[src/hdl/punch_card_column_decoder_defines.svh]
// Assertion macros for the punch card column decoder.
`ifndef PUNCH_CARD_COLUMN_DECODER_DEFINES_SVH
`define PUNCH_CARD_COLUMN_DECODER_DEFINES_SVH
`ifndef ASSERT_OFF
`define PCD_ASSERT_IMP(label, clk, rst, ante, cons) \
   label: assert property (@(posedge clk) disable iff (rst) (ante) |-> (cons)) \
      else $error("pcd assertion failed");
`define PCD_ASSERT_NXT(label, clk, rst, ante, cons) \
   label: assert property (@(posedge clk) disable iff (rst) (ante) |=> (cons)) \
      else $error("pcd assertion failed");
`else
`define PCD_ASSERT_IMP(label, clk, rst, ante, cons)
`define PCD_ASSERT_NXT(label, clk, rst, ante, cons)
`endif
`endif

[src/hdl/pcd_pkg.sv]
// Shared types and constants of the punch card column decoder.
`default_nettype none
package pcd_pkg;

   localparam int TABLE_ENTRIES = 64;
   localparam int ADDR_W        = (TABLE_ENTRIES > 1) ? $clog2(TABLE_ENTRIES) : 1;
   localparam int CNT_W         = $clog2(TABLE_ENTRIES + 1) + 1;
   localparam int ROW_W         = 12;
   localparam int ENTRY_W       = 6;
   localparam int CHAR_W        = 8;
   localparam int KIND_W        = 2;

   localparam logic [ROW_W-1:0]  ALL_ROWS    = '1;
   localparam logic [KIND_W-1:0] KIND_START  = 2'd0;
   localparam logic [KIND_W-1:0] KIND_CHAR   = 2'd1;
   localparam logic [KIND_W-1:0] KIND_FINISH = 2'd2;

   localparam logic REQ_SAMPLE = 1'b0;
   localparam logic REQ_WRITE  = 1'b1;

   typedef enum logic [1:0] {
      ST_IDLE,
      ST_EXEC,
      ST_SCAN,
      ST_EMIT
   } state_type;

   typedef enum logic [1:0] {
      DEC_NONE,
      DEC_START,
      DEC_DECODE,
      DEC_FINISH
   } decision_type;

   typedef struct packed {
      logic capture;
      logic exec;
      logic scan_step;
      logic load_out;
   } cmd_type;

   typedef struct packed {
      logic         is_write;
      decision_type decision;
      logic         scan_done;
   } status_type;

endpackage
`default_nettype wire

[src/hdl/pcd_ctrl.sv]
// Controller state machine of the punch card column decoder.
`default_nettype none
module pcd_ctrl (
   input  wire logic               clock,
   input  wire logic               reset,
   input  wire logic               req_valid,
   output logic                    req_ready,
   output logic                    rsp_valid,
   input  wire logic               rsp_ready,
   input  wire pcd_pkg::status_type status,
   output pcd_pkg::cmd_type        cmd
);

   pcd_pkg::state_type state_ff;
   pcd_pkg::state_type state_in;
   logic               rsp_valid_ff;
   logic               rsp_valid_in;

   always_ff @(posedge clock) begin
      if (reset) begin
         state_ff     <= pcd_pkg::ST_IDLE;
         rsp_valid_ff <= 1'b0;
      end else begin
         state_ff     <= state_in;
         rsp_valid_ff <= rsp_valid_in;
      end
   end

   always_comb begin
      state_in  = state_ff;
      cmd       = '0;
      req_ready = 1'b0;
      case (state_ff)
         pcd_pkg::ST_IDLE: begin
            req_ready = 1'b1;
            if (req_valid) begin
               cmd.capture = 1'b1;
               state_in    = pcd_pkg::ST_EXEC;
            end
         end
         pcd_pkg::ST_EXEC: begin
            cmd.exec = 1'b1;
            if (status.is_write) begin
               state_in = pcd_pkg::ST_IDLE;
            end else begin
               case (status.decision)
                  pcd_pkg::DEC_NONE:   state_in = pcd_pkg::ST_IDLE;
                  pcd_pkg::DEC_DECODE: state_in = pcd_pkg::ST_SCAN;
                  default:             state_in = pcd_pkg::ST_EMIT;
               endcase
            end
         end
         pcd_pkg::ST_SCAN: begin
            cmd.scan_step = 1'b1;
            if (status.scan_done) begin
               state_in = pcd_pkg::ST_EMIT;
            end
         end
         pcd_pkg::ST_EMIT: begin
            if (!rsp_valid_ff || rsp_ready) begin
               cmd.load_out = 1'b1;
               state_in     = pcd_pkg::ST_IDLE;
            end
         end
         default: begin
            state_in = pcd_pkg::ST_IDLE;
         end
      endcase
   end

   always_comb begin
      if (cmd.load_out) begin
         rsp_valid_in = 1'b1;
      end else if (rsp_ready) begin
         rsp_valid_in = 1'b0;
      end else begin
         rsp_valid_in = rsp_valid_ff;
      end
   end

   assign rsp_valid = rsp_valid_ff;

endmodule
`default_nettype wire

[src/hdl/pcd_datapath.sv]
// Datapath of the punch card column decoder: sensor state, code table and scan.
`default_nettype none
module pcd_datapath (
   input  wire logic                          clock,
   input  wire logic                          reset,
   input  wire pcd_pkg::cmd_type              cmd,
   output pcd_pkg::status_type                status,
   input  wire logic                          req_type,
   input  wire logic [pcd_pkg::ROW_W-1:0]     req_rows_active,
   input  wire logic [pcd_pkg::ENTRY_W-1:0]   req_entry_index,
   input  wire logic [pcd_pkg::ROW_W-1:0]     req_entry_pattern,
   input  wire logic [pcd_pkg::CHAR_W-1:0]    req_entry_char,
   output logic      [pcd_pkg::KIND_W-1:0]    rsp_event_kind,
   output logic      [pcd_pkg::CHAR_W-1:0]    rsp_char_code
);

   logic                          type_ff;
   logic [pcd_pkg::ROW_W-1:0]     rows_ff;
   logic [pcd_pkg::CNT_W-1:0]     wr_addr_ff;
   logic [pcd_pkg::ROW_W-1:0]     wr_pat_ff;
   logic [pcd_pkg::CHAR_W-1:0]    wr_chr_ff;

   logic [pcd_pkg::ROW_W-1:0]     accum_ff;
   logic [pcd_pkg::ROW_W-1:0]     accum_in;
   logic                          seen_act_ff;
   logic                          seen_act_in;
   logic                          seen_clr_ff;
   logic                          seen_clr_in;
   logic                          card_ff;
   logic                          card_in;
   logic [pcd_pkg::ROW_W-1:0]     key_ff;
   pcd_pkg::decision_type         decision;

   logic [pcd_pkg::ROW_W-1:0]     table_pat_ff [pcd_pkg::TABLE_ENTRIES];
   logic [pcd_pkg::CHAR_W-1:0]    table_chr_ff [pcd_pkg::TABLE_ENTRIES];
   logic [pcd_pkg::TABLE_ENTRIES-1:0] vld_ff;
   logic                          wr_en;

   logic [pcd_pkg::CNT_W-1:0]     addr_ff;
   logic                          addr_live;
   logic                          rd_live_ff;
   logic [pcd_pkg::ROW_W-1:0]     rd_pat_ff;
   logic [pcd_pkg::CHAR_W-1:0]    rd_chr_ff;
   logic                          rd_vld_ff;
   logic [pcd_pkg::ROW_W-1:0]     eff_pat;
   logic [pcd_pkg::CHAR_W-1:0]    eff_chr;
   logic                          match_now;

   logic [pcd_pkg::KIND_W-1:0]    res_kind_ff;
   logic [pcd_pkg::CHAR_W-1:0]    res_chr_ff;
   logic [pcd_pkg::KIND_W-1:0]    out_kind_ff;
   logic [pcd_pkg::CHAR_W-1:0]    out_chr_ff;

   // hold the accepted transaction
   always_ff @(posedge clock) begin
      if (cmd.capture) begin
         type_ff    <= req_type;
         rows_ff    <= req_rows_active;
         wr_addr_ff <= pcd_pkg::CNT_W'(req_entry_index);
         wr_pat_ff  <= req_entry_pattern;
         wr_chr_ff  <= req_entry_char;
      end
   end

   always_comb begin
      accum_in    = accum_ff | rows_ff;
      seen_act_in = seen_act_ff;
      seen_clr_in = seen_clr_ff;
      card_in     = card_ff;
      decision    = pcd_pkg::DEC_NONE;
      if (rows_ff == pcd_pkg::ALL_ROWS) begin
         if (!seen_act_ff) begin
            decision = pcd_pkg::DEC_FINISH;
            card_in  = 1'b0;
         end
         seen_act_in = 1'b1;
      end else if (rows_ff == '0) begin
         seen_clr_in = 1'b1;
         if (!card_ff) begin
            decision    = pcd_pkg::DEC_START;
            card_in     = 1'b1;
            accum_in    = '0;
            seen_act_in = 1'b0;
         end else if (!seen_clr_ff) begin
            decision    = pcd_pkg::DEC_DECODE;
            accum_in    = '0;
            seen_act_in = 1'b0;
         end
      end else begin
         seen_act_in = 1'b0;
         seen_clr_in = 1'b0;
      end
   end

   always_ff @(posedge clock) begin
      if (reset) begin
         accum_ff    <= '0;
         seen_act_ff <= 1'b0;
         seen_clr_ff <= 1'b0;
         card_ff     <= 1'b0;
      end else if (cmd.exec && type_ff == pcd_pkg::REQ_SAMPLE) begin
         accum_ff    <= accum_in;
         seen_act_ff <= seen_act_in;
         seen_clr_ff <= seen_clr_in;
         card_ff     <= card_in;
      end
   end

   always_ff @(posedge clock) begin
      if (cmd.exec) begin
         key_ff <= accum_ff;
      end
   end

   assign wr_en = cmd.exec && type_ff == pcd_pkg::REQ_WRITE &&
                  wr_addr_ff < pcd_pkg::CNT_W'(pcd_pkg::TABLE_ENTRIES);

   assign addr_live = addr_ff < pcd_pkg::CNT_W'(pcd_pkg::TABLE_ENTRIES);

   always_ff @(posedge clock) begin
      if (wr_en) begin
         table_pat_ff[wr_addr_ff[pcd_pkg::ADDR_W-1:0]] <= wr_pat_ff;
         table_chr_ff[wr_addr_ff[pcd_pkg::ADDR_W-1:0]] <= wr_chr_ff;
      end
      if (cmd.scan_step && addr_live) begin
         rd_pat_ff <= table_pat_ff[addr_ff[pcd_pkg::ADDR_W-1:0]];
         rd_chr_ff <= table_chr_ff[addr_ff[pcd_pkg::ADDR_W-1:0]];
      end
   end

   always_ff @(posedge clock) begin
      if (reset) begin
         vld_ff <= '0;
      end else if (wr_en) begin
         vld_ff[wr_addr_ff[pcd_pkg::ADDR_W-1:0]] <= 1'b1;
      end
   end

   always_ff @(posedge clock) begin
      if (reset) begin
         addr_ff    <= '0;
         rd_live_ff <= 1'b0;
      end else if (cmd.exec) begin
         addr_ff    <= '0;
         rd_live_ff <= 1'b0;
      end else if (cmd.scan_step) begin
         rd_live_ff <= addr_live;
         if (addr_live) begin
            addr_ff   <= addr_ff + pcd_pkg::CNT_W'(1);
            rd_vld_ff <= vld_ff[addr_ff[pcd_pkg::ADDR_W-1:0]];
         end
      end
   end

   assign eff_pat   = rd_vld_ff ? rd_pat_ff : '0;
   assign eff_chr   = rd_vld_ff ? rd_chr_ff : '0;
   assign match_now = rd_live_ff && (eff_pat == key_ff);

   always_ff @(posedge clock) begin
      if (cmd.exec) begin
         res_chr_ff <= '0;
         case (decision)
            pcd_pkg::DEC_START:  res_kind_ff <= pcd_pkg::KIND_START;
            pcd_pkg::DEC_FINISH: res_kind_ff <= pcd_pkg::KIND_FINISH;
            default:             res_kind_ff <= pcd_pkg::KIND_CHAR;
         endcase
      end else if (cmd.scan_step && match_now) begin
         res_chr_ff <= eff_chr;
      end
   end

   always_ff @(posedge clock) begin
      if (cmd.load_out) begin
         out_kind_ff <= res_kind_ff;
         out_chr_ff  <= res_chr_ff;
      end
   end

   assign status.is_write  = (type_ff == pcd_pkg::REQ_WRITE);
   assign status.decision  = decision;
   assign status.scan_done = match_now || (!addr_live && !rd_live_ff);

   assign rsp_event_kind = out_kind_ff;
   assign rsp_char_code  = out_chr_ff;

endmodule
`default_nettype wire

[src/hdl/punch_card_column_decoder.sv]
// Top level of the punch card column decoder.
// A sample of the twelve row sensors or a code table write is taken when req_valid and
// req_ready are both high; at most one result (card started, character, card finished)
// follows on the rsp_ channel. A sample that closes a column scans the code table
// one entry a cycle through its registered read port, lowest index first, stopping at the
// first match. The result waits in an output register, so the next transaction is taken while
// it is still unread. The table reads as all zero after reset without a clearing pass.
`default_nettype none
`include "punch_card_column_decoder_defines.svh"
module punch_card_column_decoder (
   input  wire logic                          clock,
   input  wire logic                          reset,
   input  wire logic                          req_valid,
   output logic                               req_ready,
   input  wire logic                          req_type,
   input  wire logic [pcd_pkg::ROW_W-1:0]     req_rows_active,
   input  wire logic [pcd_pkg::ENTRY_W-1:0]   req_entry_index,
   input  wire logic [pcd_pkg::ROW_W-1:0]     req_entry_pattern,
   input  wire logic [pcd_pkg::CHAR_W-1:0]    req_entry_char,
   output logic                               rsp_valid,
   input  wire logic                          rsp_ready,
   output logic      [pcd_pkg::KIND_W-1:0]    rsp_event_kind,
   output logic      [pcd_pkg::CHAR_W-1:0]    rsp_char_code
);

   pcd_pkg::cmd_type    cmd;
   pcd_pkg::status_type status;

   pcd_ctrl u_ctrl (
      .clock     (clock),
      .reset     (reset),
      .req_valid (req_valid),
      .req_ready (req_ready),
      .rsp_valid (rsp_valid),
      .rsp_ready (rsp_ready),
      .status    (status),
      .cmd       (cmd)
   );

   pcd_datapath u_datapath (
      .clock             (clock),
      .reset             (reset),
      .cmd               (cmd),
      .status            (status),
      .req_type          (req_type),
      .req_rows_active   (req_rows_active),
      .req_entry_index   (req_entry_index),
      .req_entry_pattern (req_entry_pattern),
      .req_entry_char    (req_entry_char),
      .rsp_event_kind    (rsp_event_kind),
      .rsp_char_code     (rsp_char_code)
   );

   `PCD_ASSERT_NXT(a_busy_after_accept, clock, reset, req_valid && req_ready, !req_ready)
   `PCD_ASSERT_IMP(a_no_overwrite, clock, reset, cmd.load_out, !rsp_valid || rsp_ready)
   `PCD_ASSERT_IMP(a_char_only_decoded, clock, reset,
                   rsp_valid && rsp_event_kind != pcd_pkg::KIND_CHAR, rsp_char_code == '0)

endmodule
`default_nettype wire
[config.mk]
export PLATFORM = sky130hd
export DESIGN_NAME = punch_card_column_decoder
export DESIGN_NICKNAME = d
export VERILOG_FILES = /design/src/hdl/pcd_pkg.sv /design/src/hdl/pcd_ctrl.sv /design/src/hdl/pcd_datapath.sv /design/src/hdl/punch_card_column_decoder.sv
export VERILOG_INCLUDE_DIRS = /design/src /design/src/hdl
export SDC_FILE = /design/constraint.sdc
export NUM_CORES = 2
export LEC_CHECK = 0
export BUFFER_PORTS_ARGS = -buffer_cell sky130_fd_sc_hd__buf_2
export CAP_MARGIN = 20
export CORE_UTILIZATION = 50
export DETAILED_ROUTE_END_ITERATION = 8
export GPL_TIMING_DRIVEN = 0
export PLACE_DENSITY = 0.74
export SETUP_SLACK_MARGIN = 0.4
export SYNTH_ARGS = -nofsm -noshare
export SYNTH_HDL_FRONTEND = slang
export SYNTH_SLANG_ARGS = --single-unit
[constraint.sdc]
create_clock -name clock -period 5.22 [get_ports clock]
set_input_delay 1.305 -clock clock [delete_from_list [all_inputs] [get_ports clock]]
set_output_delay 1.305 -clock clock [all_outputs]
set_load 0.05 [all_outputs]
==> metrics <==
outcome=finished clean; Synth Area in Compound Gates=3.24%; vias in the first global route=29,300; Synth Instances=2,676; # H-tree levels=4; CORE AREA=110,000 um2; Worst-Skew Late Latency=0.76 ns; hpwl dp=101,000 um; Synth Flop Type=edfxtp_1; synthesized flop and latch total=1,463; synth warn=0; leak pwr=19.8 nW; Starting Density=50.7%; CP Cell Sequence=clkbuf_1 -> and2_1 -> clkbuf_1 -> clkbuf_1 -> a22oi_1 -> nand2_1 -> a22oi_1 -> o31ai_1; most frequent cells in the layout=1,364 x edfxtp_1, 337 x mux4_2, 146 x clkbuf_16; largest family of logic cells by synthesized area=multiplexers; Final setup viols=0; Non-Filler Instances=4,544; Congestion Overflow GR=0; Sink Count=1,463; clock-pin slew on the worst setup and hold paths=0.06 ns; total power density per cell area=376 nW/um2; Slowest cell on crit path=clkbuf_1; CP max FO=10; max cap viols=0; Top delay family on crit path=buffers and inverters; RSZ-0062 raised after global routing=no; Crit path top cell by count=clkbuf_1; Std-Cell Rows=121; root buffer cell=clkbuf_16; Final ANT Viol Nets=0; TritonCTS clock tree=done; min cycle time layout=4.70 ns; TritonCTS buffer count=138; mux cell area share after synthesis=14.7%; Via Count=29,700; final setup skew=0.0307 ns; Least-Margin Pin Slew=1.21 ns; PostCTS Resize Cnt=0; fin nets=3,004; final hold viol count=0; crit-path max cell delay=0.88 ns; number of enable flip-flop cells after synthesis=1,364; register area share after synthesis=77.3%; pin count of the biggest net entering global routing=39; First-pass DRT Iterations=6; Die Height=335 um; Relative slew margins=19.5%; asr flop ratio synth=0%; Worst Path Required=5.65 ns; Slew Limit Fails=0; fmax=213 MHz; CTS Buffer Depth=3; Tot GR Track Use=27.2%; placed insts=4,296; Crit path buffers/inverters=3; first-pass GRT wire length=213,000 um; final WL=152,000 um; io pins=55; # Post-CTS Setup Buffers=0; syn_nets=2,720; Hold Buf Count CTS=0; setup TNS=0 ns; n_diodes=0; Hold WC Path Type=reg2reg; Residual DRC=0; Final period util=90.0%; Synth Cell Area=55,600 um2; Avg WL per Cell=33.4 um; 1st-iter DRT viols=4,789; commonest non-fill, non-tap cell in the layout=edfxtp_1; post-synthesis cell type count=60; critical path type=reg2reg; CP endpoint kind=flip-flop; post-synthesis xor/xnor area fraction=0.173%; Critical Path AT=5.13 ns; Vias/cell=6.54; Die Wd=335 um; startpoint types=flip-flop; Buffers on Ports=53; RD Place Congestion=0.988; layout cell share with drive strength beyond 1=27.0%; adder-cell share of the synthesized area=0.0225%; Simple-Gate Fraction of Synth Area=3.19%; initial antenna violation count=3; VDD IR max=0.232 mV; average size of a mapped cell=20.8 um2; Area Growth Syn to Fin=15.2%; full die area=113,000 um2
where the power goes:
| part | internal, mW | total, mW | leakage [nW] | switching, mW |
|---|---|---|---|---|
| Clock | 5.33 | 9.60 | 2.08 | 4.27 |
| Sequential | 13.0 | 13.2 | 13.1 | 0.125 |
| Combinational | 0.497 | 1.31 | 4.62 | 0.815 |
| Total | 18.9 | 24.1 | 19.8 | 5.21 |
routing by layer:
layer,vias up,GRT usage (%),wire (um)
met4,2,12.4,7460
met5,-,0,34
met1,15300,36.9,54500
met3,400,6.22,18800
li1,11700,-,-
met2,2349,42.4,70900
worst paths after layout:
kind                                                           from                                      to  slack (ns)  cells after the start
worst min-delay path            u_datapath.res_kind_ff[0]$_DFFE_PP_  u_datapath.rsp_event_kind[0]$_DFFE_PP_        0.42                      0
worst max register to register   u_datapath.addr_ff[3]$_SDFFE_PP0P_       u_datapath.rd_chr_ff[6]$_DFFE_PP_        0.52                      8
worst min register to register  u_datapath.res_kind_ff[0]$_DFFE_PP_  u_datapath.rsp_event_kind[0]$_DFFE_PP_        0.42                      0
worst max-delay path             u_datapath.addr_ff[3]$_SDFFE_PP0P_       u_datapath.rd_chr_ff[6]$_DFFE_PP_        0.52                      8
synthesized netlist by cell type (14+ instances only):
master | count | area (um2)
clkbuf_1 | 53 | 199
buf_1 | 14 | 52.6
nor2b_1 | 28 | 175
nand2_1 | 57 | 214
o22ai_1 | 64 | 400
dfxtp_1 | 99 | 1980
buf_4 | 21 | 158
nand2b_1 | 14 | 87.6
a21oi_1 | 91 | 455
buf_2 | 48 | 240
edfxtp_1 | 1364 | 41000
nor2_1 | 205 | 769
nand3_1 | 25 | 125
mux2i_1 | 33 | 330
mux4_2 | 337 | 7590
a22oi_1 | 44 | 330
metrics by stage:
stage / setup WS, ns / hold slack [ns] / power [mW] / cell area (um2) / utilization (%)
finish: 0.521 / 0.421 / 24.1 / 64000 / 58.4
global route: 0.696 / 0.433 / 24.6 / 64000 / 58.4
detailed placement: 0.942 / 0.408 / 14.7 / 59800 / 54.5
floorplan: 2.35 / 0.400 / 14.0 / 55600 / -
global placement: 0.483 / 0.406 / 14.5 / 57700 / 52.6
CTS: 0.898 / 0.424 / 24.1 / 64000 / 58.4
cells by family (layout without fill, tap and decap cells):
| family | Yosys count | after routing |
|---|---|---|
| adder cells (fa/ha/maj) | 1 | 1 |
| XOR/XNOR | 11 | 11 |
| AND/OR/NAND/NOR | 389 | 389 |
| flip-flops | 1463 | 1463 |
| buffers and inverters | 152 | 544 |
| AO/OA/AOI/OAI | 278 | 278 |
| multiplexers | 382 | 382 |
sequential cells by signal, summed over array words and instances (netlist names), 2 cells and up, named ones only:
register,count
u_datapath.accum_ff,12
u_datapath.addr_ff,8
u_datapath.key_ff,12
u_datapath.rd_chr_ff,8
u_datapath.rd_pat_ff,12
u_datapath.res_chr_ff,8
u_datapath.res_kind_ff,2
u_datapath.rows_ff,12
u_datapath.rsp_char_code,8
u_datapath.rsp_event_kind,2
u_datapath.table_chr_ff,512
u_datapath.table_pat_ff,768
u_datapath.vld_ff,64
u_datapath.wr_addr_ff,6
u_datapath.wr_chr_ff,8
u_datapath.wr_pat_ff,12
area by class of cell:
class | instances | area [um2]
Clock inverter | 64 | 444
Sequential cell | 1463 | 42900
Clock buffer | 184 | 3810
Multi-Input combinational cell | 1061 | 12100
Inverter | 3 | 11.3
Tap cell | 1476 | 1850
Buffer | 149 | 805
Fill cell | 7615 | 45600
Timing Repair Buffer | 144 | 2050
(Power assumes the default switching activity.)
